File: src/hdl/sfrd_pkg.sv
// sfrd_pkg: shared constants, codes and controller/datapath structs
// for the sbus frame resync decoder; no dependencies
`default_nettype none

package sfrd_pkg;

    // frame geometry
    localparam int FRAME_BYTES = 25;
    localparam int ADDR_W      = $clog2(FRAME_BYTES);
    localparam int FLAG_POS    = FRAME_BYTES - 2;
    localparam int CH_COUNT    = 16;
    localparam int CH_BITS     = 11;
    localparam int IDX_W       = $clog2(CH_COUNT);
    localparam int ACC_W       = CH_BITS + 8;
    localparam int CNT_W       = $clog2(ACC_W + 1);

    // marker bytes
    localparam logic [7:0] SYNC_BYTE = 8'h0F;
    localparam logic [7:0] TAIL_BYTE = 8'h00;

    // result kinds
    localparam logic KIND_CH = 1'b0;
    localparam logic KIND_ST = 1'b1;

    // hunt modes
    typedef enum logic [1:0] {
        MODE_WAIT  = 2'd0,
        MODE_SKIP  = 2'd1,
        MODE_FRAME = 2'd2
    } t_mode;

    // controller to datapath
    typedef struct packed {
        logic take;       // input ready, absorb the word on accept
        logic rd;         // read store at pointer, advance pointer
        logic absorb_rs;  // absorb the store read data (rescan)
        logic acc_load;   // append the store read data to the bit accumulator
        logic emit_ch;    // load a channel result into the output register
        logic emit_st;    // load a buffer-end status result
    } t_cmd;

    // datapath to controller
    typedef struct packed {
        logic in_valid;   // input word offered
        logic complete;   // offered word completes a frame
        logic good;       // completed frame has a valid tail
        logic hib;        // a header was taken in this buffer
        logic buf_end;    // accepted word ended the buffer
        logic ptr_end;    // pointer is past the last stored byte
        logic cnt_ok;     // accumulator will hold a whole channel after load
        logic last_ch;    // current channel is the last one
        logic out_free;   // output register can take a result
    } t_status;

endpackage

`default_nettype wire

File: src/hdl/sfrd_if.sv
// sfrd_if: valid/ready channel interfaces for input bytes and results
// depends on nothing
`default_nettype none

interface sfrd_in_if;
    logic       valid;
    logic       ready;
    logic [7:0] data_byte;
    logic       buffer_end;

    modport source (output valid, output data_byte, output buffer_end, input ready);
    modport sink   (input valid, input data_byte, input buffer_end, output ready);
endinterface

interface sfrd_out_if;
    logic        valid;
    logic        ready;
    logic        kind;
    logic [3:0]  channel_index;
    logic [10:0] channel_value;
    logic        digital_a;
    logic        digital_b;
    logic        frame_lost;
    logic        failsafe;
    logic        had_desync;
    logic        last;

    modport source (
        output valid, output kind, output channel_index, output channel_value,
        output digital_a, output digital_b, output frame_lost, output failsafe,
        output had_desync, output last, input ready
    );
    modport sink (
        input valid, input kind, input channel_index, input channel_value,
        input digital_a, input digital_b, input frame_lost, input failsafe,
        input had_desync, input last, output ready
    );
endinterface

`default_nettype wire

File: src/hdl/sfrd_ram.sv
// sfrd_ram: generic single write port ram with registered read
// no dependencies
`default_nettype none

module sfrd_ram #(
    parameter int WIDTH = 8,
    parameter int DEPTH = 25
) (
    input  wire logic                     i_clk,
    input  wire logic                     i_we,
    input  wire logic [$clog2(DEPTH)-1:0] i_waddr,
    input  wire logic [WIDTH-1:0]         i_wdata,
    input  wire logic                     i_re,
    input  wire logic [$clog2(DEPTH)-1:0] i_raddr,
    output logic      [WIDTH-1:0]         o_rdata
);

    logic [WIDTH-1:0] r_mem [DEPTH];

    // write port and registered read port
    always_ff @(posedge i_clk) begin
        if (i_we) begin
            r_mem[i_waddr] <= i_wdata;
        end
        if (i_re) begin
            o_rdata <= r_mem[i_raddr];
        end
    end

endmodule

`default_nettype wire

File: src/hdl/sfrd_ctrl.sv
// sfrd_ctrl: sequencing state machine for byte intake, rescan,
// channel unpacking and status; depends on sfrd_pkg
`default_nettype none

module sfrd_ctrl (
    input  wire logic             i_clk,
    input  wire logic             i_rst_n,
    input  wire sfrd_pkg::t_status i_status,
    output sfrd_pkg::t_cmd         o_cmd
);

    typedef enum logic [2:0] {
        S_IDLE,
        S_END,
        S_RS_FIRST,
        S_RS_RUN,
        S_CH_FIRST,
        S_CH_LOAD,
        S_CH_EMIT,
        S_STATUS
    } t_state;

    t_state         r_state;
    t_state         n_state;
    sfrd_pkg::t_cmd n_cmd;

    // next state and commands
    always_comb begin
        n_state = r_state;
        n_cmd   = '0;
        case (r_state)
            S_IDLE: begin
                n_cmd.take = 1'b1;
                if (i_status.in_valid) begin
                    if (i_status.complete && i_status.good) begin
                        n_state = S_CH_FIRST;
                    end else if (i_status.complete && i_status.hib) begin
                        n_state = S_RS_FIRST;
                    end else begin
                        n_state = S_END;
                    end
                end
            end
            S_END: begin
                n_state = i_status.buf_end ? S_STATUS : S_IDLE;
            end
            S_RS_FIRST: begin
                n_cmd.rd = 1'b1;
                n_state  = S_RS_RUN;
            end
            S_RS_RUN: begin
                n_cmd.absorb_rs = 1'b1;
                if (i_status.ptr_end) begin
                    n_state = S_END;
                end else begin
                    n_cmd.rd = 1'b1;
                end
            end
            S_CH_FIRST: begin
                n_cmd.rd = 1'b1;
                n_state  = S_CH_LOAD;
            end
            S_CH_LOAD: begin
                n_cmd.acc_load = 1'b1;
                if (i_status.cnt_ok) begin
                    n_state = S_CH_EMIT;
                end else begin
                    n_cmd.rd = 1'b1;
                end
            end
            S_CH_EMIT: begin
                if (i_status.out_free) begin
                    n_cmd.emit_ch = 1'b1;
                    if (i_status.last_ch) begin
                        n_state = S_END;
                    end else begin
                        n_cmd.rd = 1'b1;
                        n_state  = S_CH_LOAD;
                    end
                end
            end
            S_STATUS: begin
                if (i_status.out_free) begin
                    n_cmd.emit_st = 1'b1;
                    n_state       = S_IDLE;
                end
            end
            default: begin
                n_state = S_IDLE;
            end
        endcase
    end

    // state register
    always_ff @(posedge i_clk) begin
        if (!i_rst_n) begin
            r_state <= S_IDLE;
        end else begin
            r_state <= n_state;
        end
    end

    assign o_cmd = n_cmd;

endmodule

`default_nettype wire

File: src/hdl/sfrd_dp.sv
// sfrd_dp: hunt state, frame store, channel bit accumulator and output register
// depends on sfrd_pkg, sfrd_if and sfrd_ram
`default_nettype none

module sfrd_dp (
    input  wire logic              i_clk,
    input  wire logic              i_rst_n,
    input  wire sfrd_pkg::t_cmd    i_cmd,
    output sfrd_pkg::t_status      o_status,
    sfrd_in_if.sink                i_in,
    sfrd_out_if.source             o_out
);

    // hunt state
    sfrd_pkg::t_mode               r_mode;
    sfrd_pkg::t_mode               n_mode;
    logic [sfrd_pkg::ADDR_W-1:0]   r_fill;
    logic [sfrd_pkg::ADDR_W-1:0]   n_fill;
    logic                          r_hib;
    logic                          n_hib;
    logic                          r_desync;
    logic                          n_desync;
    logic                          r_end;
    logic [3:0]                    r_flags;

    // store access and unpacking
    logic [sfrd_pkg::ADDR_W:0]     r_ptr;
    logic [sfrd_pkg::ACC_W-1:0]    r_acc;
    logic [sfrd_pkg::CNT_W-1:0]    r_cnt;
    logic [sfrd_pkg::IDX_W-1:0]    r_ch;
    logic [7:0]                    rd_data;

    // output register
    logic                          r_out_valid;
    logic                          r_kind;
    logic [sfrd_pkg::IDX_W-1:0]    r_idx;
    logic [sfrd_pkg::CH_BITS-1:0]  r_val;
    logic [3:0]                    r_out_flags;
    logic                          r_had;
    logic                          r_last;

    logic                          accept;
    logic                          ab_en;
    logic [7:0]                    ab_byte;
    logic                          ab_we;
    logic [sfrd_pkg::ADDR_W-1:0]   ab_waddr;
    logic                          ab_complete;
    logic                          good;
    logic                          out_free;

    assign accept  = i_cmd.take && i_in.valid;
    assign ab_en   = accept || i_cmd.absorb_rs;
    assign ab_byte = i_cmd.absorb_rs ? rd_data : i_in.data_byte;
    // header byte is always 0x0F by construction, so only the tail needs a check
    assign good    = (i_in.data_byte == sfrd_pkg::TAIL_BYTE);
    assign out_free = !r_out_valid || o_out.ready;

    // the byte taken in collecting mode at the last position finishes the frame
    assign ab_complete = (r_mode == sfrd_pkg::MODE_FRAME) &&
                         (r_fill == sfrd_pkg::ADDR_W'(sfrd_pkg::FRAME_BYTES - 1));

    // hunt logic for one byte
    always_comb begin
        n_mode      = r_mode;
        n_fill      = r_fill;
        n_hib       = r_hib;
        n_desync    = r_desync;
        ab_we       = 1'b0;
        ab_waddr    = r_fill;
        case (r_mode)
            sfrd_pkg::MODE_FRAME: begin
                ab_we       = 1'b1;
                n_fill      = r_fill + 1'b1;
            end
            sfrd_pkg::MODE_SKIP: begin
                if (ab_byte == sfrd_pkg::SYNC_BYTE) begin
                    n_mode = sfrd_pkg::MODE_WAIT;
                end
            end
            default: begin
                if (ab_byte == sfrd_pkg::SYNC_BYTE) begin
                    ab_we    = 1'b1;
                    ab_waddr = '0;
                    n_fill   = sfrd_pkg::ADDR_W'(1);
                    n_hib    = 1'b1;
                    n_mode   = sfrd_pkg::MODE_FRAME;
                end
            end
        endcase
        // frame completion decision
        if (ab_complete) begin
            n_fill = '0;
            if (good) begin
                n_desync = 1'b0;
                n_mode   = sfrd_pkg::MODE_WAIT;
            end else if (r_hib) begin
                n_mode   = sfrd_pkg::MODE_WAIT;
            end else begin
                n_desync = 1'b1;
                n_mode   = sfrd_pkg::MODE_SKIP;
            end
        end
    end

    // frame store
    sfrd_ram #(
        .WIDTH (8),
        .DEPTH (sfrd_pkg::FRAME_BYTES)
    ) u_store (
        .i_clk   (i_clk),
        .i_we    (ab_en && ab_we),
        .i_waddr (ab_waddr),
        .i_wdata (ab_byte),
        .i_re    (i_cmd.rd),
        .i_raddr (r_ptr[sfrd_pkg::ADDR_W-1:0]),
        .o_rdata (rd_data)
    );

    // hunt state registers; buffer-end status clears the per-buffer flags
    always_ff @(posedge i_clk) begin
        if (!i_rst_n) begin
            r_mode   <= sfrd_pkg::MODE_WAIT;
            r_fill   <= '0;
            r_hib    <= 1'b0;
            r_desync <= 1'b0;
            r_end    <= 1'b0;
        end else begin
            if (ab_en) begin
                r_mode   <= n_mode;
                r_fill   <= n_fill;
                r_hib    <= n_hib;
                r_desync <= n_desync;
            end else if (i_cmd.emit_st) begin
                r_hib    <= 1'b0;
                r_desync <= 1'b0;
            end
            if (accept) begin
                r_end <= i_in.buffer_end;
            end
        end
    end

    // flag byte copy, taken whenever its store slot is written
    always_ff @(posedge i_clk) begin
        if (ab_en && ab_we && ab_waddr == sfrd_pkg::ADDR_W'(sfrd_pkg::FLAG_POS)) begin
            r_flags <= ab_byte[3:0];
        end
    end

    // read pointer and channel bit accumulator
    always_ff @(posedge i_clk) begin
        if (accept) begin
            r_ptr <= (sfrd_pkg::ADDR_W + 1)'(1);
            r_acc <= '0;
            r_cnt <= '0;
            r_ch  <= '0;
        end else begin
            if (i_cmd.rd) begin
                r_ptr <= r_ptr + 1'b1;
            end
            if (i_cmd.acc_load) begin
                r_acc <= r_acc | (sfrd_pkg::ACC_W'(rd_data) << r_cnt);
                r_cnt <= r_cnt + sfrd_pkg::CNT_W'(8);
            end else if (i_cmd.emit_ch) begin
                r_acc <= r_acc >> sfrd_pkg::CH_BITS;
                r_cnt <= r_cnt - sfrd_pkg::CNT_W'(sfrd_pkg::CH_BITS);
                r_ch  <= r_ch + 1'b1;
            end
        end
    end

    // output register, control
    always_ff @(posedge i_clk) begin
        if (!i_rst_n) begin
            r_out_valid <= 1'b0;
        end else if (i_cmd.emit_ch || i_cmd.emit_st) begin
            r_out_valid <= 1'b1;
        end else if (o_out.ready) begin
            r_out_valid <= 1'b0;
        end
    end

    // output register, payload
    always_ff @(posedge i_clk) begin
        if (i_cmd.emit_ch) begin
            r_kind      <= sfrd_pkg::KIND_CH;
            r_idx       <= r_ch;
            r_val       <= r_acc[sfrd_pkg::CH_BITS-1:0];
            r_out_flags <= r_flags;
            r_had       <= 1'b0;
            r_last      <= (r_ch == sfrd_pkg::IDX_W'(sfrd_pkg::CH_COUNT - 1)) && !r_end;
        end else if (i_cmd.emit_st) begin
            r_kind      <= sfrd_pkg::KIND_ST;
            r_idx       <= '0;
            r_val       <= '0;
            r_out_flags <= '0;
            r_had       <= r_desync;
            r_last      <= 1'b1;
        end
    end

    // ports
    assign i_in.ready          = i_cmd.take;
    assign o_out.valid         = r_out_valid;
    assign o_out.kind          = r_kind;
    assign o_out.channel_index = r_idx;
    assign o_out.channel_value = r_val;
    assign o_out.digital_a     = r_out_flags[0];
    assign o_out.digital_b     = r_out_flags[1];
    assign o_out.frame_lost    = r_out_flags[2];
    assign o_out.failsafe      = r_out_flags[3];
    assign o_out.had_desync    = r_had;
    assign o_out.last          = r_last;

    // status to the controller
    always_comb begin
        o_status          = '0;
        o_status.in_valid = i_in.valid;
        o_status.complete = ab_complete;
        o_status.good     = good;
        o_status.hib      = r_hib;
        o_status.buf_end  = r_end;
        o_status.ptr_end  = (r_ptr == (sfrd_pkg::ADDR_W + 1)'(sfrd_pkg::FRAME_BYTES));
        o_status.cnt_ok   = (r_cnt >= sfrd_pkg::CNT_W'(sfrd_pkg::CH_BITS - 8));
        o_status.last_ch  = (r_ch == sfrd_pkg::IDX_W'(sfrd_pkg::CH_COUNT - 1));
        o_status.out_free = out_free;
    end

    // collecting mode always has a fill position inside the frame
    a_fill_range: assert property (@(posedge i_clk) disable iff (!i_rst_n)
        r_mode == sfrd_pkg::MODE_FRAME |->
            (r_fill != '0 && r_fill <= sfrd_pkg::ADDR_W'(sfrd_pkg::FRAME_BYTES - 1)))
        else $error("fill position out of range while collecting");

    // a rescan never holds enough bytes to finish a frame
    a_rescan_open: assert property (@(posedge i_clk) disable iff (!i_rst_n)
        i_cmd.absorb_rs |-> !ab_complete)
        else $error("frame completed during rescan");

    // results only go into a free output register
    a_emit_free: assert property (@(posedge i_clk) disable iff (!i_rst_n)
        (i_cmd.emit_ch || i_cmd.emit_st) |-> out_free)
        else $error("result overwrote a pending word");

    // the last channel uses up exactly the remaining bits
    a_last_bits: assert property (@(posedge i_clk) disable iff (!i_rst_n)
        (i_cmd.emit_ch && r_ch == sfrd_pkg::IDX_W'(sfrd_pkg::CH_COUNT - 1)) |->
            r_cnt == sfrd_pkg::CNT_W'(sfrd_pkg::CH_BITS))
        else $error("channel bit count misaligned at last channel");

    // the store pointer is reset on every accepted word
    a_ptr_start: assert property (@(posedge i_clk) disable iff (!i_rst_n)
        accept |=> r_ptr == (sfrd_pkg::ADDR_W + 1)'(1))
        else $error("store pointer not restarted");

endmodule

`default_nettype wire

File: src/hdl/sbus_frame_resync_decoder.sv
// sbus_frame_resync_decoder: top level, joins controller and datapath
// depends on sfrd_pkg, sfrd_if, sfrd_ctrl, sfrd_dp
//
// channel   dir  payload                                           words
// i_in      in   data_byte[7:0], buffer_end                        1 per byte
// o_out     out  kind, channel_index[3:0], channel_value[10:0],    0..17 per byte
//                digital_a, digital_b, frame_lost, failsafe,
//                had_desync, last
//
// a byte not ending a frame takes S_END (S_STATUS at buffer end) before the next
// a good frame unpacks 16 channels from 22 store reads
// a failed frame with hib set rescans 24 stored bytes via the one store read port
// i_rst_n is synchronous; the store holds no reset and needs no clearing pass
// the output register frees the input side; a stalled o_out holds the unpacking
// and the status word
`default_nettype none

module sbus_frame_resync_decoder (
    input  wire logic  i_clk,
    input  wire logic  i_rst_n,
    sfrd_in_if.sink    i_in,
    sfrd_out_if.source o_out
);

    sfrd_pkg::t_cmd    cmd;
    sfrd_pkg::t_status status;

    // sequencer
    sfrd_ctrl u_ctrl (
        .i_clk    (i_clk),
        .i_rst_n  (i_rst_n),
        .i_status (status),
        .o_cmd    (cmd)
    );

    // store, hunt state and result path
    sfrd_dp u_dp (
        .i_clk    (i_clk),
        .i_rst_n  (i_rst_n),
        .i_cmd    (cmd),
        .o_status (status),
        .i_in     (i_in),
        .o_out    (o_out)
    );

endmodule

`default_nettype wire
File: src/flat_wrapper.sv
// flat-port wrapper written by rule: the top's interface ports become plain ports
module sbus_frame_resync_decoder_flat 
  (i_clk, i_rst_n, i_in_valid, i_in_data_byte, i_in_buffer_end, i_in_ready, o_out_valid, o_out_kind, o_out_channel_index, o_out_channel_value, o_out_digital_a, o_out_digital_b, o_out_frame_lost, o_out_failsafe, o_out_had_desync, o_out_last, o_out_ready);
  sfrd_in_if i_in_i ();
  sfrd_out_if o_out_i ();
  input  wire logic i_clk;
  input  wire logic i_rst_n;
  input wire logic [$bits(i_in_i.valid)-1:0] i_in_valid;
  input wire logic [$bits(i_in_i.data_byte)-1:0] i_in_data_byte;
  input wire logic [$bits(i_in_i.buffer_end)-1:0] i_in_buffer_end;
  output wire logic [$bits(i_in_i.ready)-1:0] i_in_ready;
  output wire logic [$bits(o_out_i.valid)-1:0] o_out_valid;
  output wire logic [$bits(o_out_i.kind)-1:0] o_out_kind;
  output wire logic [$bits(o_out_i.channel_index)-1:0] o_out_channel_index;
  output wire logic [$bits(o_out_i.channel_value)-1:0] o_out_channel_value;
  output wire logic [$bits(o_out_i.digital_a)-1:0] o_out_digital_a;
  output wire logic [$bits(o_out_i.digital_b)-1:0] o_out_digital_b;
  output wire logic [$bits(o_out_i.frame_lost)-1:0] o_out_frame_lost;
  output wire logic [$bits(o_out_i.failsafe)-1:0] o_out_failsafe;
  output wire logic [$bits(o_out_i.had_desync)-1:0] o_out_had_desync;
  output wire logic [$bits(o_out_i.last)-1:0] o_out_last;
  input wire logic [$bits(o_out_i.ready)-1:0] o_out_ready;
  assign i_in_i.valid = i_in_valid;
  assign i_in_i.data_byte = i_in_data_byte;
  assign i_in_i.buffer_end = i_in_buffer_end;
  assign i_in_ready = i_in_i.ready;
  assign o_out_valid = o_out_i.valid;
  assign o_out_kind = o_out_i.kind;
  assign o_out_channel_index = o_out_i.channel_index;
  assign o_out_channel_value = o_out_i.channel_value;
  assign o_out_digital_a = o_out_i.digital_a;
  assign o_out_digital_b = o_out_i.digital_b;
  assign o_out_frame_lost = o_out_i.frame_lost;
  assign o_out_failsafe = o_out_i.failsafe;
  assign o_out_had_desync = o_out_i.had_desync;
  assign o_out_last = o_out_i.last;
  assign o_out_i.ready = o_out_ready;
  sbus_frame_resync_decoder u_core (.i_clk(i_clk), .i_rst_n(i_rst_n), .i_in(i_in_i), .o_out(o_out_i));
endmodule
File: config.mk
export PLATFORM = sky130hd
export DESIGN_NAME = sbus_frame_resync_decoder_flat
export DESIGN_NICKNAME = d
export VERILOG_FILES = /design/src/hdl/sfrd_pkg.sv /design/src/hdl/sfrd_if.sv /design/src/hdl/sfrd_ram.sv /design/src/hdl/sfrd_ctrl.sv /design/src/hdl/sfrd_dp.sv /design/src/hdl/sbus_frame_resync_decoder.sv /design/src/flat_wrapper.sv
export SDC_FILE = /design/constraint.sdc
export NUM_CORES = 1
export LEC_CHECK = 0
export BUFFER_PORTS_ARGS = -buffer_cell sky130_fd_sc_hd__buf_2
export CAP_MARGIN = 20
export CORE_ASPECT_RATIO = 1.25
export CORE_MARGIN = 2
export CORE_UTILIZATION = 55
export CTS_BUF_LIST = sky130_fd_sc_hd__clkbuf_8
export DETAILED_ROUTE_END_ITERATION = 16
export GPL_ROUTABILITY_DRIVEN = 0
export PLACE_DENSITY = 0.72
export SKIP_LAST_GASP = 1
export SYNTH_ARGS = -nofsm -noshare
export SYNTH_HDL_FRONTEND = slang
export SYNTH_SLANG_ARGS = --single-unit
export TNS_END_PERCENT = 1
File: constraint.sdc
create_clock -name i_clk -period 6.7 [get_ports i_clk]
set_clock_uncertainty 0.1 [all_clocks]
set_input_delay 0.67 -clock i_clk [delete_from_list [all_inputs] [get_ports i_clk]]
set_output_delay 0.67 -clock i_clk [all_outputs]
set_load 0.05 [all_outputs]
==> impl_metrics.csv <==
group,metric,value,unit
sta,finalWorstPathRequiredPeriod,3580,ps
global_route,met2_usage,0.427,
global_route,grt_first_pass_wirelength,40600,um
final_layout,stdcell_count,1157,
critical_path,critical_path.endpoint_type,"flip-flop",
critical_path,critPathLaunchType,"flip-flop",
sta,rsz0062_at_grt,"false",
sta,timing.final.crit_share,0.534,
cts,clk_latency,560,ps
sta,totalNegativeSetupSlack,0,ps
final_layout,final_common_cell,"edfxtp_1",
route,vias,7065,
pwr,sequentialPowerShare,0.487,
job,drv.max_cap_violation_count,0,
synthesis,postSynthCellCount,803,
critical_path,worstReg2RegStart,"u_core.u_ctrl.r_state[0]",
critical_path,r2r_cells,5,
global_route,grt_max_degree,54,
cts,h-tree-depth,2,
die,initial_utilization,0.556,
critical_path,worstPathMaxFanout,18,
global_route,antenna_found_initial,0,
critical_path,setup.reg_to_reg.worst_slack,3120,ps
status,outcome,"complete, no violations",
cts,cts_tree,"done",
sta,timing.final.hold_violations,0,
pwr,leakage_power_summed_over_all_cells,4.31,nW
cts,cts_root_buffer,"clkbuf_8",
route,wl_per_cell,23.0,um
sta,achievable_freq,0.280,GHz
die,die_height,168,um
critical_path,timing.critical_path.arrival,3650,ps
synthesis,syn_area,11900,sq um
sta,slew_headroom,0.345,
pwr,power.combinational.fraction,0.230,
cts,clk_transition_reported_paths,60,ps
pwr,totalPowerFinal,0.00468,W
sta,setup-violations-final,0,
synthesis,yosysUniqueCellTypes,64,
cts,post_cts_buffers,0,
route,drt_first_pass_iters,5,
pwr,sw_frac_of_total,0.311,
final_layout,relative_area_change_from_synthesis_to_final_layout,10.9,%
cts,clock_path_buffers,3,
route,detail_route.iter0.violations,741,
cts,cts.sinks,282,
global_route,gr-usage-met3,0.0370,
placed_design,port_buffers,36,
placed_design,placed_cells_incl_taps,1080,
die,fp-row-count,60,
hold_path,hold-path-endpoint,"u_core.u_dp.r_end",
final_layout,layout_common_cells,"edfxtp_1, nand2_1, mux4_2",
route,detail-route-antenna-nets,0,
final_layout,num-nets-final,870,
die,fp.dieArea,22800,sq um
sta,fin_hold_ws,305,ps
cts,holdBufCountCts,0,
synthesis,yosysSeqAreaShare,0.670,
pwr,power.internal,0.00322,W
global_route,via_count_of_the_first_global_routing_pass,7025,
synthesis,yosys_most_used_dff,"edfxtp_1",
synthesis,synth_area_per_cell,14.8,sq um
global_route,global_route.overflow_total,0,
final_layout,post_route_cells_drive_above_1_share,0.199,
sta,worstMarginPinSlew,983,ps
cts,cts-buffers-inserted,42,
hold_path,min_from,"i_in_buffer_end",
pwr,vdd_drop_max,0.000179,V
pwr,power.net_switching,0.00146,W
critical_path,timing.rr.end,"u_core.u_dp.u_store.r_mem[15][5]",
route,route.detailed.vias_per_inst,6.11,
pwr,pwrdens,355,nW/um^2
final_layout,n_antenna_cell,0,
critical_path,cp_data_required_time,6780,ps
hold_path,min_delay_path_depth,3,
die,design.portCount,37,
route,drc,0,
cts,resized_gates_after_cts,0,
die,design.core.area,21400,sq um
sta,report.final.slew_viol_count,0,
pwr,share_clk_of_total_power,0.283,
global_route,busiest_layer,"met2",
die,die_w,136,um
synthesis,synthesis.yosys.warnings,0,
hold_path,hold_removal_path_class,"in -> reg",
placed_design,detailedPlacementHpwl,17600,um
synthesis,synth_edf_count,232,
global_route,grt_use_total,0.240,
critical_path,criticalPathCategory,"reg -> reg",
synthesis,yosys_register_bits,282,
final_layout,num-fill-cells,1566,
route,finalWirelength,26600,um
global_route,grtUsageMet1,0.297,
synthesis,syn-num-nets,826,
synthesis,synth-async-reset-ratio,0,
==> area by class of cell <==
| class | count | area, sq um | area share |
|---|---|---|---|
| clock buffers | 44 | 606 | 0.0459 |
| flip-flops and latches | 282 | 7970 | 0.604 |
| well taps | 279 | 349 | 0.0265 |
| multi-input cells | 458 | 3670 | 0.278 |
| inverters | 15 | 56.3 | 0.00427 |
| clock inverters | 31 | 191 | 0.0145 |
| repair buffers | 48 | 350 | 0.0266 |
==> cells in the mapped netlist, types with 4 or more instances <==
cell | number | area, sq um
a21oi_1 | 23 | 115
and2_1 | 25 | 156
nand2b_1 | 4 | 25.0
xnor2_1 | 4 | 35.0
a222oi_1 | 4 | 40.0
o22ai_1 | 13 | 81.3
mux4_2 | 51 | 1150
dfxtp_1 | 50 | 1000
clkbuf_1 | 31 | 116
mux2_2 | 5 | 56.3
ha_1 | 10 | 125
nand3b_1 | 6 | 45.0
a21o_1 | 9 | 67.6
a31oi_1 | 8 | 50.1
nor2_1 | 45 | 169
or3_1 | 4 | 25.0
mux2i_1 | 34 | 340
nand2_1 | 97 | 364
nand4_1 | 6 | 37.5
buf_2 | 12 | 60.1
o21ai_0 | 19 | 95.1
nor3b_1 | 4 | 30.0
a21boi_0 | 6 | 45.0
nand3_1 | 20 | 100
nor3_1 | 9 | 45.0
inv_1 | 15 | 56.3
edfxtp_1 | 232 | 6970
==> worst max-delay path, stage by stage, from the launching register on <==
cell	delay, ps
dfxtp_1	770
and3b_1	510
nor2_1	160
nor3b_1	420
nand3_1	550
nor2_1	700
==> how the worst max path moves through the flow <==
stage / to / slack, ps / start
final: u_core.u_dp.u_store.r_mem[15][5] / 3120 / u_core.u_ctrl.r_state[0]
after global routing: u_core.u_dp.u_store.r_mem[5][1] / 2900 / u_core.u_ctrl.r_state[0]
after CTS: u_core.u_dp.u_store.r_mem[15][7] / 3150 / u_core.u_ctrl.r_state[0]
after detailed placement: u_core.u_dp.u_store.r_mem[15][5] / 3130 / i_in_valid
after global placement: u_core.u_dp.u_store.r_mem[13][1] / 3280 / i_in_valid
after floorplan: u_core.u_dp.u_store.r_mem[0][0] / 4060 / i_in_valid
==> flip-flops by register name (all words and copies together) (netlist names), 2 cells and up <==
signal / count
u_core.u_dp.r_out_flags: 4
u_core.u_dp.r_ptr: 6
u_core.u_dp.r_fill: 5
u_core.u_dp.u_store.o_rdata: 8
u_core.u_dp.r_mode: 2
u_core.u_dp.r_ch: 4
u_core.u_dp.o_out.channel_value: 11
u_core.u_dp.r_cnt: 5
u_core.u_dp.o_out.channel_index: 4
u_core.u_dp.r_acc: 19
u_core.u_dp.r_flags: 4
u_core.u_ctrl.r_state: 3
u_core.u_dp.u_store.r_mem: 200
==> per-layer routing <==
metal  vias up  share of wire
met2       342           0.53
met1      3497           0.37
li1       3166              -
met4         0          0.030
met3        60          0.067
met5         -              0
==> power groups by stage <==
stage | sequential [W] | combinational, W | clock [W]
6_report | 0.00228 | 0.00108 | 0.00132
3_3_place_gp | 0.00233 | 0.000995 | 0
2_1_floorplan | 0.00219 | 0.000872 | 0
5_1_grt | 0.00231 | 0.00115 | 0.00142
4_1_cts | 0.00231 | 0.00104 | 0.00134
3_5_place_dp | 0.00234 | 0.00103 | 0
==> through the flow <==
stage / area (sq um) / util / setup WS, ps
2_1_floorplan: 11900 / - / 4060
3_3_place_gp: 12300 / 0.574 / 3280
3_5_place_dp: 12300 / 0.577 / 3130
4_1_cts: 13100 / 0.614 / 3150
6_report: 13200 / 0.617 / 3120
5_1_grt: 13200 / 0.617 / 2900
==> cells by family (layout without fill, tap and decap cells) <==
| family | Yosys count | count (layout) | share of synthesized area |
|---|---|---|---|
| simple gates | 243 | 243 | 0.100 |
| xor+xnor | 6 | 6 | 0.00442 |
| fa+ha+maj | 10 | 10 | 0.0105 |
| compound gates | 109 | 109 | 0.0626 |
| mux | 90 | 90 | 0.130 |
| flops | 282 | 282 | 0.670 |
| buf+inv | 63 | 138 | 0.0224 |
Power figures use the tool's default switching activity.
